===== src/design/kfr_pkg.sv =====
// ----------------------------------------------------------------------------
// kfr_pkg: shared types and constants of the K-line frame receiver
// Holds the receive phase and frame status codes, the format byte masks,
// the configuration register indexes and the result item layout.
// ----------------------------------------------------------------------------
package kfr_pkg;

    // receive phase of the frame parser
    typedef enum logic [1:0] {
        PH_FORMAT = 2'd0,
        PH_TARGET = 2'd1,
        PH_SOURCE = 2'd2,
        PH_BODY   = 2'd3
    } t_phase;

    // frame status as reported on the result stream
    typedef enum logic [1:0] {
        ST_RECV     = 2'd0,
        ST_OK       = 2'd1,
        ST_BAD_SUM  = 2'd2,
        ST_LINE_ERR = 2'd3
    } t_status;

    // request on the input stream's tuser
    typedef enum logic {
        FN_BYTE  = 1'b0,
        FN_REARM = 1'b1
    } t_func;

    // configuration register indexes
    localparam logic CFG_TESTER_ADDR = 1'b0;
    localparam logic CFG_ECU_ADDR    = 1'b1;

    localparam logic [7:0] TESTER_ADDR_RST = 8'hF1;
    localparam logic [7:0] ECU_ADDR_RST    = 8'h10;

    // format byte: top two bits must read 10, low six bits carry the length
    localparam logic [7:0] FMT_MASK = 8'hC0;
    localparam logic [7:0] FMT_TAG  = 8'h80;
    localparam logic [7:0] LEN_MASK = 8'h3F;

    // one result item
    typedef struct packed {
        logic       reset_request;
        logic [7:0] payload_length;
        logic       store_valid;
        logic [7:0] stored_index;
        logic [7:0] stored_byte;
        t_status    frame_status;
    } t_result;

endpackage


===== src/design/kline_frame_receiver.sv =====
// ----------------------------------------------------------------------------
// kline_frame_receiver: K-line diagnostic frame receiver
// Parses format, target, source, optional length, payload and checksum bytes
// one item at a time, writes payload bytes to a store and reports status.
// ----------------------------------------------------------------------------
// Output: a result appears on the master side in the cycle after its item is
//   accepted, held in a single output register.
// Throughput: one item per cycle; the parser state updates in the accept
//   cycle, and the slave side only stalls while the output register is full
//   and not being taken.
// Reset: synchronous, active low; clears the parser state and the output
//   valid and loads the address registers with 0xF1 and 0x10. The payload
//   store is not cleared and needs no clearing pass.
module kline_frame_receiver #(
    parameter int STORE_DEPTH = 256
) (
    input  logic        i_clk,
    input  logic        i_rst_n,

    // configuration write port
    input  logic        i_cfg_we,
    input  logic        i_cfg_index,
    input  logic [7:0]  i_cfg_data,

    // input items
    input  logic        s_axis_tvalid,
    output logic        s_axis_tready,
    input  logic [15:0] s_axis_tdata,   // [7:0] rx_byte, [8] line_error, [9] timed_out
    input  logic        s_axis_tuser,   // [0] func

    // result items
    output logic        m_axis_tvalid,
    input  logic        m_axis_tready,
    output logic [31:0] m_axis_tdata    // [1:0] frame_status, [9:2] stored_byte,
                                        // [17:10] stored_index, [18] store_valid,
                                        // [26:19] payload_length, [27] reset_request
);

    localparam int AW = $clog2(STORE_DEPTH);

    // configuration
    logic [7:0] r_tester_addr;
    logic [7:0] r_ecu_addr;

    // parser state
    kfr_pkg::t_phase  r_phase,  n_phase;
    kfr_pkg::t_status r_status, n_status;
    logic [7:0]       r_sum,    n_sum;
    logic [7:0]       r_len,    n_len;
    logic [7:0]       r_count,  n_count;

    // output register
    logic              r_out_valid;
    kfr_pkg::t_result  r_out;
    kfr_pkg::t_result  n_out;

    // item fields
    logic       in_accept;
    logic       in_rearm;
    logic [7:0] in_byte;
    logic       in_lerr;
    logic       in_tmo;

    // decode helpers
    logic       active;
    logic       fmt_ok;
    logic       is_payload;
    logic       in_store;
    logic       wr_en;

    assign in_rearm = (kfr_pkg::t_func'(s_axis_tuser) == kfr_pkg::FN_REARM);
    assign in_byte  = s_axis_tdata[7:0];
    assign in_lerr  = s_axis_tdata[8];
    assign in_tmo   = s_axis_tdata[9];

    // take a new item whenever the output register is free or being drained
    assign s_axis_tready = !r_out_valid || m_axis_tready;
    assign in_accept     = s_axis_tvalid && s_axis_tready;

    // a received byte is only looked at while no status has been set
    assign active     = !in_rearm && (r_status == kfr_pkg::ST_RECV) && !in_lerr;
    assign fmt_ok     = ((in_byte & kfr_pkg::FMT_MASK) == kfr_pkg::FMT_TAG);
    assign is_payload = active && (r_phase == kfr_pkg::PH_BODY) && (r_len != 8'd0)
                        && (r_count != r_len);
    // drop writes past the end of the store but keep counting and summing
    assign in_store   = ({1'b0, r_count} < 9'(STORE_DEPTH));
    assign wr_en      = in_accept && is_payload && in_store;

    // ------------------------------------------------------------------
    // next phase
    // ------------------------------------------------------------------
    always_comb begin
        n_phase = r_phase;
        if (in_rearm) begin
            n_phase = kfr_pkg::PH_FORMAT;
        end else if (active) begin
            unique case (r_phase)
                kfr_pkg::PH_FORMAT: begin
                    if (fmt_ok) begin
                        n_phase = kfr_pkg::PH_TARGET;
                    end
                end
                kfr_pkg::PH_TARGET: begin
                    n_phase = (in_byte == r_tester_addr) ? kfr_pkg::PH_SOURCE
                                                         : kfr_pkg::PH_FORMAT;
                end
                kfr_pkg::PH_SOURCE: begin
                    n_phase = (in_byte == r_ecu_addr) ? kfr_pkg::PH_BODY
                                                      : kfr_pkg::PH_FORMAT;
                end
                kfr_pkg::PH_BODY: begin
                    n_phase = kfr_pkg::PH_BODY;
                end
                default: begin
                    n_phase = kfr_pkg::PH_FORMAT;
                end
            endcase
        end
    end

    // ------------------------------------------------------------------
    // datapath: sum, length, count, status and the result item
    // ------------------------------------------------------------------
    always_comb begin
        n_sum    = r_sum;
        n_len    = r_len;
        n_count  = r_count;
        n_status = r_status;

        if (in_rearm) begin
            // leave the running sum alone, the next format byte reloads it
            n_len    = 8'd0;
            n_count  = 8'd0;
            n_status = kfr_pkg::ST_RECV;
        end else if (r_status == kfr_pkg::ST_RECV) begin
            if (in_lerr) begin
                n_status = kfr_pkg::ST_LINE_ERR;
            end else begin
                unique case (r_phase)
                    kfr_pkg::PH_FORMAT: begin
                        n_sum = in_byte;
                        if (fmt_ok) begin
                            n_len = in_byte & kfr_pkg::LEN_MASK;
                        end
                    end
                    kfr_pkg::PH_TARGET,
                    kfr_pkg::PH_SOURCE: begin
                        n_sum = r_sum + in_byte;
                    end
                    kfr_pkg::PH_BODY: begin
                        if (r_len == 8'd0) begin
                            // separate length byte; zero asks for another one
                            n_len = in_byte;
                            n_sum = r_sum + in_byte;
                        end else if (r_count == r_len) begin
                            n_status = (in_byte == r_sum) ? kfr_pkg::ST_OK
                                                          : kfr_pkg::ST_BAD_SUM;
                        end else begin
                            n_sum   = r_sum + in_byte;
                            n_count = r_count + 8'd1;
                        end
                    end
                    default: begin
                        n_sum = r_sum;
                    end
                endcase
            end
        end

        n_out.frame_status   = n_status;
        n_out.stored_byte    = wr_en ? in_byte : 8'd0;
        n_out.stored_index   = wr_en ? r_count : 8'd0;
        n_out.store_valid    = wr_en;
        n_out.payload_length = n_len;
        n_out.reset_request  = (n_status == kfr_pkg::ST_BAD_SUM)
                               || (n_status == kfr_pkg::ST_LINE_ERR) || in_tmo;
    end

    // ------------------------------------------------------------------
    // registers
    // ------------------------------------------------------------------
    always_ff @(posedge i_clk) begin
        if (!i_rst_n) begin
            r_tester_addr <= kfr_pkg::TESTER_ADDR_RST;
            r_ecu_addr    <= kfr_pkg::ECU_ADDR_RST;
        end else if (i_cfg_we) begin
            unique case (i_cfg_index)
                kfr_pkg::CFG_TESTER_ADDR: r_tester_addr <= i_cfg_data;
                kfr_pkg::CFG_ECU_ADDR:    r_ecu_addr    <= i_cfg_data;
                default:                  r_ecu_addr    <= r_ecu_addr;
            endcase
        end
    end

    always_ff @(posedge i_clk) begin
        if (!i_rst_n) begin
            r_phase  <= kfr_pkg::PH_FORMAT;
            r_status <= kfr_pkg::ST_RECV;
            r_sum    <= 8'd0;
            r_len    <= 8'd0;
            r_count  <= 8'd0;
        end else if (in_accept) begin
            r_phase  <= n_phase;
            r_status <= n_status;
            r_sum    <= n_sum;
            r_len    <= n_len;
            r_count  <= n_count;
        end
    end

    // output register: load on accept, drop valid once taken
    always_ff @(posedge i_clk) begin
        if (!i_rst_n) begin
            r_out_valid <= 1'b0;
        end else if (in_accept) begin
            r_out_valid <= 1'b1;
        end else if (m_axis_tready) begin
            r_out_valid <= 1'b0;
        end
    end

    always_ff @(posedge i_clk) begin
        if (in_accept) begin
            r_out <= n_out;
        end
    end

    assign m_axis_tvalid = r_out_valid;
    assign m_axis_tdata  = {4'd0, r_out};

    // payload store; nothing downstream reads it back
    kfr_ram #(
        .WIDTH (8),
        .DEPTH (STORE_DEPTH)
    ) u_store (
        .i_clk     (i_clk),
        .i_wr_en   (wr_en),
        .i_wr_addr (r_count[AW-1:0]),
        .i_wr_data (in_byte),
        .i_rd_addr (r_count[AW-1:0]),
        .o_rd_data ()
    );

endmodule


===== src/design/kfr_ram.sv =====
// ----------------------------------------------------------------------------
// kfr_ram: generic single-port-write RAM with registered read
// One write and one read address per cycle; contents undefined until written.
// ----------------------------------------------------------------------------
module kfr_ram #(
    parameter int WIDTH = 8,
    parameter int DEPTH = 256
) (
    input  logic                     i_clk,
    input  logic                     i_wr_en,
    input  logic [$clog2(DEPTH)-1:0] i_wr_addr,
    input  logic [WIDTH-1:0]         i_wr_data,
    input  logic [$clog2(DEPTH)-1:0] i_rd_addr,
    output logic [WIDTH-1:0]         o_rd_data
);

    logic [WIDTH-1:0] r_mem [DEPTH];
    logic [WIDTH-1:0] r_rd_data;

    always_ff @(posedge i_clk) begin
        if (i_wr_en) begin
            r_mem[i_wr_addr] <= i_wr_data;
        end
        r_rd_data <= r_mem[i_rd_addr];
    end

    assign o_rd_data = r_rd_data;

endmodule


===== config.mk =====
export PLATFORM = sky130hd
export DESIGN_NAME = kline_frame_receiver
export DESIGN_NICKNAME = d
export VERILOG_FILES = /design/src/design/kfr_pkg.sv /design/src/design/kline_frame_receiver.sv /design/src/design/kfr_ram.sv
export SDC_FILE = /design/constraint.sdc
export NUM_CORES = 1
export LEC_CHECK = 0
export BUFFER_PORTS_ARGS = -buffer_cell sky130_fd_sc_hd__clkbuf_2
export CORE_MARGIN = 2
export CORE_UTILIZATION = 45
export CTS_BUF_LIST = sky130_fd_sc_hd__clkbuf_8 sky130_fd_sc_hd__clkbuf_16
export DETAILED_ROUTE_END_ITERATION = 6
export GPL_TIMING_DRIVEN = 0
export PLACE_DENSITY = 0.65
export SLEW_MARGIN = 0
export SYNTH_ARGS = -nofsm -noshare
export SYNTH_HDL_FRONTEND = slang
export SYNTH_SLANG_ARGS = --single-unit

===== constraint.sdc =====
create_clock -name i_clk -period 8 [get_ports i_clk]
set_input_delay 1.2 -clock i_clk [delete_from_list [all_inputs] [get_ports i_clk]]
set_output_delay 1.2 -clock i_clk [all_outputs]
set_load 0.01 [all_outputs]

* After elaboration in Yosys (flattened, before gate mapping) *
Cells that the tools add are included.

word-level totals
  bits in registers = 73
  output and inout port bits = 34
  word-level logic and storage cells = 92

cells by class
  bitwise gates (word level) = 3
  eq/ne operators = 16
  reduce and logical (&&, ||, !) cells = 27
  muxes and demuxes = 30
  add/subtract/negate cells = 2

operator list
  kind                                           count
  2-to-1 mux 8 bit                               13
  == test 8 bit                                  4
  2-to-1 mux 2 bit                               12
  case mux 8 bit (3 select lines)                1
  case mux 8 bit (2 select lines)                1
  == test 2 bit (second input constant)          5
  adder 8 x 1 -> 8 bit (second input constant)   1
  adder 8 bit                                    1
  logical NOT 8 bit                              1
  inequality test 8 bit                          1
  case mux 2 bit (4 select lines)                1
  nonzero test 2 bit                             4
  nonzero test 8 bit                             1
  logical AND 1 bit                              7
  inequality test 3 bit (second input constant)  2
  AND reduction 6 bit                            1
  AND reduction 5 bit                            1
  logical NOT 2 bit                              2
  inequality test 2 bit (second input constant)  2
  AND reduction 2 bit                            2
  logical NOT 1 bit                              3
  logical OR 1 bit                               3
  inverter 1 bit                                 3
  AND reduction 3 bit                            1
  4 further kinds                                5

* Longest topological paths before layout *
Gate-level depths: netlist of the first run.

  depth after elaboration = 11
  depth in mapped cells = 9
  mapped depth without buffers = 9

* Worst setup path after synthesis of the first run *
No wires, ideal clock.

  kind = input to register
  start = input port m_axis_tready
  end = register r_count[4]
  library setup time = 0.070 ns
  arrival time = 3.614 ns
  data required time = 7.930 ns
  cell stages on the path = 8
  setup slack = 4.317 ns
  cell sequence = nand2b_1 nand2_1 clkbuf_1 inv_1 clkbuf_1 o21ai_0 or3_1 a21oi_1

between the ends
  longest elaborated chain between the ends = 3

RTL lines
  element                        line                         RTL
  start: declaration             kline_frame_receiver.sv:33   input logic m_axis_tready,
  logical OR 1 bit               kline_frame_receiver.sv:77   assign s_axis_tready = !r_out_valid || m_axis_tready;
  logical AND 1 bit              kline_frame_receiver.sv:78   assign in_accept = s_axis_tvalid && s_axis_tready;
  net in_accept                  kline_frame_receiver.sv:58   logic in_accept;
  AND reduction 6 bit (no line)  -
  end signal: assignment         kline_frame_receiver.sv:207  r_count <= n_count;
  end: declaration               kline_frame_receiver.sv:50   logic [7:0] r_count, n_count;

The timed path passes the listed nets, and every way through them passes these cells.
A chain may end at the register's enable or synchronous reset.

* Worst setup path after layout of the first run *
Same ends and word-level chain as after synthesis.

==> impl_metrics.csv, run 1 <==
group,metric,value,unit
run_status,status,"complete, no violations",
power_and_ir_drop,pwr_density_cell,187,nW/µm²
placement,gp_congestion,0.847,
layout,syn2layout_area_growth,16.5,%
logic_synthesis,synth_cells,397,
sta,post-route-period-util,41.3,%
grt,grt_pass1_vias,2908,
detailed_routing,drc_errors,0,
floorplan,start_util,46.6,%
worst_setup_path,crit_path_end_kind,"flop",
power_and_ir_drop,p_total,832,µW
clocking,clockBufferDepth,2,
logic_synthesis,synth.distinct_cells,55,
clocking,clk_latency,0.35,ns
floorplan,die_h,96.3,µm
clocking,holdBufCountCts,0,
worst_setup_path,critPathLaunchType,"input port",
placement,numPortBuffers,54,
worst_setup_path,path_max_fanout,37,
layout,nNetsFinal,509,
grt,grt_overflow,0,
worst_setup_path,cp_num_buf_inv,4,
worst_setup_path,r2r-end,"r_count[4]$_SDFFE_PN0P_",
worst_setup_path,r2r_slack,5.32,ns
clocking,root_buffer,"clkbuf_8",
detailed_routing,ant_nets,0,
sta,timing.setup.tns,0,ns
layout,n_fill_cell,774,
flow_run,cap_violations,0,
layout,antenna_cells,0,
layout,drive_gt1_share,18.9,%
clocking,cts_tree,"yes",
detailed_routing,drtIter0Drc,162,
logic_synthesis,synthesis.area,3830,µm²
clocking,cts_resized,0,
layout,ff_latch_area,1740,µm²
logic_synthesis,synth-edff-count,28,
sta,drv_slew,0,
worst_setup_path,critPathCapture,"r_count[4]$_SDFFE_PN0P_",
floorplan,ioPinCount,65,
logic_synthesis,async_reset_ff_share,0,%
worst_setup_path,critical_path.slowest_cell,"clkbuf_2",
floorplan,die_w,96.3,µm
layout,layout_commonest_cell,"clkbuf_2",
clocking,cts_setup_buffers,0,
layout,multiInputGateArea,1920,µm²
detailed_routing,via_count,3108,
sta,setup_viol,0,
sta,skew,0.00639,ns
logic_synthesis,synth-seq-area-share,45.5,%
logic_synthesis,ys_warn_count,0,
grt,grt_max_degree,38,
clocking,cts.clk_slew.worst_paths,0.08,ns
worst_setup_path,crit_top_cell,"clkbuf_2",
power_and_ir_drop,vdd_drop_max,84.1,µV
floorplan,die_area,9270,µm²
grt,grt_first_pass_wirelength,14500,µm
detailed_routing,totalWireLength,8960,µm
clocking,cts_sinks,73,
detailed_routing,dr.pass1.iters,4,
sta,rsz0062_at_grt,"false",
layout,final_cell_mix,"clkbuf_2, dfxtp_1, nand2_1",
worst_setup_path,path_depth,9,
power_and_ir_drop,p_leak,0.00187,µW
clocking,cts_buffers,9,
worst_setup_path,worst-setup-path-type,"input port to flop",
placement,dp_hpwl,6360,µm
worst_setup_path,startpoint,"m_axis_tready",
logic_synthesis,avgSynthCellArea,9.65,µm²
worst_setup_path,cp_slowest_stage_delay,0.71,ns
logic_synthesis,synth_seq_cells,73,
sta,clock.fmax,303,MHz
sta,worstMarginPinSlew,0.887,ns
worst_setup_path,cp.required,8.29,ns
sta,finalCriticalPeriod,3.30,ns
worst_setup_path,ff2ff_path_depth,8,
worst_setup_path,critPathArrivalTime,3.59,ns
sta,final-hold-violation-count,0,
worst_setup_path,r2r_start,"m_axis_tvalid$_SDFFE_PN0P_",
grt,gr-usage-all-layers,20.8,%
floorplan,core_area,8220,µm²
logic_synthesis,synthFlopType,"dfxtp_1",
worst_hold_path,hold_path_class,"flop to flop",
worst_setup_path,path_cells,"clkbuf_2 -> nand2b_1 -> nand2_1 -> clkbuf_1 -> inv_1 -> clkbuf_2 -> o21ai_0 -> or3_1 -> a21oi_1",
detailed_routing,wl_per_cell,15.6,µm
worst_hold_path,hold_path_depth,2,
grt,antenna_found_initial,0,
floorplan,rows,33,
sta,relSlewSlack,40.8,%
clocking,cts_max_level,3,
worst_setup_path,critical_path.top_delay_family,"buffers and inverters",
detailed_routing,viasPerCell,5.41,
==> final cells by class <==
class                      instances  area share [%]
multi-input combinational        288            42.9
sequential                        73            39.0
timing repair buffer              54            6.06
buffer                            26            3.08
tap                              105            2.94
clock buffer                       9            2.78
clock inverter                     7            2.10
inverter                          13            1.09
==> report_power, final <==
group | switching, µW | internal, µW
Clock | 148 | 176
Combinational | 61.1 | 39.3
Sequential | 7.78 | 401
==> logic make-up (layout without fill, tap and decap cells) <==
group	after synthesis	count (layout)	share of synthesized area, %
fa+ha+maj	13	13	4.44
mux	7	7	1.83
xor+xnor	28	28	6.40
other cells	1	4	0.0979
flops	73	73	45.5
buf+inv	39	109	4.83
compound gates	86	86	16.5
simple gates	150	150	20.4
==> routing by layer <==
metal,global-route usage (%),routed length (µm)
met5,0,0
met4,7.14,157
met3,4.93,540
met2,33.6,4240
met1,27.3,4020
==> state kept, by name, summed over array words and instances (netlist names) <==
register and flops:
m_axis_tdata 28, r_count 8, r_ecu_addr 8, r_len 8, r_sum 8, r_tester_addr 8, r_phase 2, r_status 2
m_axis_tvalid 1
==> worst min-delay path by stage <==
stage	from	end	slack, ns
after floorplan	r_ecu_addr[2]$_SDFFE_PN0P_	r_ecu_addr[2]$_SDFFE_PN0P_	0.46
after global placement	r_ecu_addr[2]$_SDFFE_PN0P_	r_ecu_addr[2]$_SDFFE_PN0P_	0.47
after detailed placement	r_ecu_addr[5]$_SDFFE_PN0P_	r_ecu_addr[5]$_SDFFE_PN0P_	0.47
after CTS	r_ecu_addr[2]$_SDFFE_PN0P_	r_ecu_addr[2]$_SDFFE_PN0P_	0.48
after global routing	r_ecu_addr[2]$_SDFFE_PN0P_	r_ecu_addr[2]$_SDFFE_PN0P_	0.50
final	r_ecu_addr[2]$_SDFFE_PN0P_	r_ecu_addr[2]$_SDFFE_PN0P_	0.48
==> per-stage QoR <==
stage,util [%],setup slack [ns],cell area [µm²],hold WS (ns),std cells
after CTS,54.3,4.69,4460,0.480,575
after global placement,51.7,3.47,4240,0.465,559
final,54.3,4.70,4460,0.477,575
after detailed placement,51.7,4.34,4250,0.469,559
after floorplan,-,4.32,3840,0.455,400
after global routing,54.3,4.45,4460,0.497,575
==> Yosys cell counts (2+ instances only) <==
library cell	number	area, µm²
dfxtp_1	45	901
nand2_1	42	158
edfxtp_1	28	841
nand3_1	20	100
xor2_1	20	175
and2_1	18	113
nor2_1	17	63.8
a21boi_0	16	120
inv_1	13	48.8
a21oi_1	12	60.1
clkbuf_1	12	45.0
ha_1	12	150
nor4_1	10	62.6
o21ai_0	10	50.1
nor2b_1	9	56.3
xnor2_1	8	70.1
buf_2	7	35.0
mux2i_1	7	70.1
nor3_1	7	35.0
o31ai_1	6	45.0
a22oi_1	5	37.5
nand2b_1	5	31.3
o21a_1	5	37.5
a31oi_1	4	25.0
buf_4	4	30.0
nand4_1	4	25.0
o211a_1	4	40.0
or3_1	4	25.0
a211oi_1	3	22.5
and3_1	3	18.8
nand3b_1	3	22.5
nor4b_1	3	26.3
o211ai_1	3	22.5
o21bai_1	3	22.5
a21o_1	2	15.0
a32o_1	2	20.0
buf_6	2	22.5
or4_1	2	15.0
==> worst reg2reg max path, stage by stage, from the launching register on <==
cell	delay, ns
dfxtp_1	0.32
nand2b_1	0.10
nand2_1	0.10
clkbuf_1	0.26
inv_1	0.18
clkbuf_2	0.71
o21ai_0	0.39
or3_1	0.43
a21oi_1	0.14
Power figures use the tool's default switching activity.
==> inputs of run 2 (changes only) <==
--- a/config.mk
+++ b/config.mk
@@ -11,7 +11,7 @@
 export CTS_BUF_LIST = sky130_fd_sc_hd__clkbuf_8 sky130_fd_sc_hd__clkbuf_16
 export DETAILED_ROUTE_END_ITERATION = 6
 export GPL_TIMING_DRIVEN = 0
-export PLACE_DENSITY = 0.65
+export PLACE_DENSITY = 0.68
 export SLEW_MARGIN = 0
 export SYNTH_ARGS = -nofsm -noshare
 export SYNTH_HDL_FRONTEND = slang
==> constraint.sdc (replaced) <==
create_clock -name i_clk -period 3 [get_ports i_clk]
set_input_delay 0.45 -clock i_clk [delete_from_list [all_inputs] [get_ports i_clk]]
set_output_delay 0.45 -clock i_clk [all_outputs]
set_load 0.01 [all_outputs]
==> run 2 against run 1 <==
Against the previous run: clock power rose by 97%; routed wire length fell by 2.9%; clock skew rose by 0.0031 ns; clock-buffer cell count did not move; utilization fell by 0.73 points.
==> impl_metrics.csv, run 2 (synthesized netlist as in run 1, its figures left out) <==
group,metric,value,unit
worst_setup_path,critical_path.slowest_cell,"clkbuf_2",
sta,timing.setup.tns,0,ns
worst_setup_path,path_cells,"nand2b_1 -> nand2_1 -> clkbuf_1 -> inv_1 -> clkbuf_2 -> o21ai_0 -> or3_1 -> a21oi_1",
power_and_ir_drop,pwr_density_cell,452,nW/µm²
power_and_ir_drop,vdd_drop_max,208,µV
grt,grt_max_degree,38,
sta,rsz0062_at_grt,"false",
placement,numPortBuffers,54,
clocking,clk_latency,0.34,ns
detailed_routing,drtIter0Drc,174,
power_and_ir_drop,intPower,1460,µW
layout,nNetsFinal,509,
detailed_routing,ant_nets,0,
power_and_ir_drop,p_seq_share,54.7,%
worst_setup_path,cp.required,3.28,ns
clocking,cts_setup_buffers,0,
power_and_ir_drop,swShare,26.6,%
sta,worstMarginPinSlew,0.883,ns
grt,grt_pass1_vias,2889,
detailed_routing,wl_per_cell,15.1,µm
clocking,cts_buffers,9,
sta,skew,0.00952,ns
power_and_ir_drop,comb_power_share,13.4,%
sta,clock.fmax,386,MHz
worst_setup_path,critPathArrivalTime,2.87,ns
worst_hold_path,hold_path_class,"input port to flop",
worst_setup_path,path_max_fanout,37,
detailed_routing,drc_errors,0,
layout,instances_no_fill,575,
power_and_ir_drop,p_leak,0.00186,µW
sta,post-route-period-util,86.4,%
clocking,clockBufferDepth,2,
grt,antenna_found_initial,0,
detailed_routing,viasPerCell,5.34,
placement,dp_cells,559,
detailed_routing,totalWireLength,8700,µm
grt,grt_first_pass_wirelength,14100,µm
flow_run,cap_violations,0,
clocking,root_buffer,"clkbuf_8",
layout,syn2layout_area_growth,14.9,%
sta,final-hold-violation-count,0,
layout,antenna_cells,0,
worst_setup_path,crit_path_end_kind,"flop",
clocking,cts.clk_slew.worst_paths,0.08,ns
clocking,cts_resized,0,
floorplan,die_area,9270,µm²
grt,grt_overflow,0,
worst_setup_path,critPathLaunchType,"flop",
placement,dp_hpwl,6410,µm
sta,finalCriticalPeriod,2.59,ns
placement,gp_congestion,0.865,
detailed_routing,dr.pass1.iters,4,
clocking,cts_sinks,73,
layout,ff_latch_area,1740,µm²
detailed_routing,via_count,3071,
layout,final_cell_mix,"clkbuf_2, dfxtp_1, nand2_1",
floorplan,core_area,8220,µm²
floorplan,ioPinCount,65,
layout,n_fill_cell,772,
floorplan,die_h,96.3,µm
floorplan,die_w,96.3,µm
layout,fin_util,53.6,%
sta,drv_slew,0,
sta,setup_viol,0,
clocking,holdBufCountCts,0,
run_status,status,"complete, no violations",
layout,multiInputGateArea,1920,µm²
grt,gr-usage-all-layers,20.2,%
floorplan,start_util,46.6,%
clocking,cts_tree,"yes",
layout,drive_gt1_share,18.5,%
worst_setup_path,worst-setup-path-type,"flop to flop",
sta,relSlewSlack,41.1,%
floorplan,rows,33,
worst_setup_path,cp_slowest_stage_delay,0.71,ns
power_and_ir_drop,switching_power,530,µW
power_and_ir_drop,clkPwrFrac,31.9,%
clocking,cts_max_level,3,
layout,layout_commonest_cell,"clkbuf_2",
layout,largest_register_ffs,28,
## run 2: changes by cell type in the layout (fill, tap and decap cells not counted)
cell / change
clkinv_4: -1
inv_6: -1
clkinv_1: -1
clkinv_2: +2
bufinv_16: -2
inv_1: +3
## run 2: metrics by stage
stage          hold slack, ns  power [µW]  area (µm²)  setup WS (ns)
3_3_place_gp            0.464        1370        4240         -0.711
5_1_grt                 0.352        2090        4400         0.0307
3_5_place_dp            0.471        1380        4250          0.139
2_1_floorplan           0.455        1290        3840         0.0666
6_report                0.339        1990        4400          0.409
4_1_cts                 0.325        2020        4400          0.383
## run 2: worst max-delay path, delay by kind of cell, from the launching register on
kind | cells | cell delay, ns
and+or+nand+nor | 3 | 0.60
buffers and inverters | 3 | 1.13
DFF | 1 | 0.32
AOI/OAI and AO/OA | 2 | 0.48
## run 2: worst paths after layout
kind                            cells after the start                         end  slack, ns                       start
worst max register to register                      8     r_count[4]$_SDFFE_PN0P_       0.41  m_axis_tvalid$_SDFFE_PN0P_
worst max-delay path                                8     r_count[4]$_SDFFE_PN0P_       0.41  m_axis_tvalid$_SDFFE_PN0P_
worst min-delay path                                3  m_axis_tvalid$_SDFFE_PN0P_       0.34               s_axis_tvalid
worst min register to register                      2  r_ecu_addr[1]$_SDFFE_PN0P_       0.48  r_ecu_addr[1]$_SDFFE_PN0P_
## run 2: area by class of cell
class                      instances  share of cell area [%]
timing repair buffer              54                    6.14
sequential                        73                    39.6
multi-input combinational        288                    43.5
tap                              105                    2.98
buffer                            26                    3.13
inverter                          13                    1.11
clock inverter                     7                   0.767
clock buffer                       9                    2.81
## run 2: power groups by stage
stage | sequential, µW | clock, µW | combinational (µW)
finish | 1090 | 635 | 266
global route | 1090 | 701 | 299
CTS | 1090 | 660 | 267
detailed placement | 1110 | 0 | 266
global placement | 1110 | 0 | 261
floorplan | 1120 | 0 | 165
## run 2: per-layer routing
metal	vias to the layer above	GRT usage [%]	wire (µm)
li1	1550	-	-
met1	1446	26.6	3940
met2	69	33.6	4250
met3	6	4.70	444
met4	0	4.64	68
met5	-	0	0
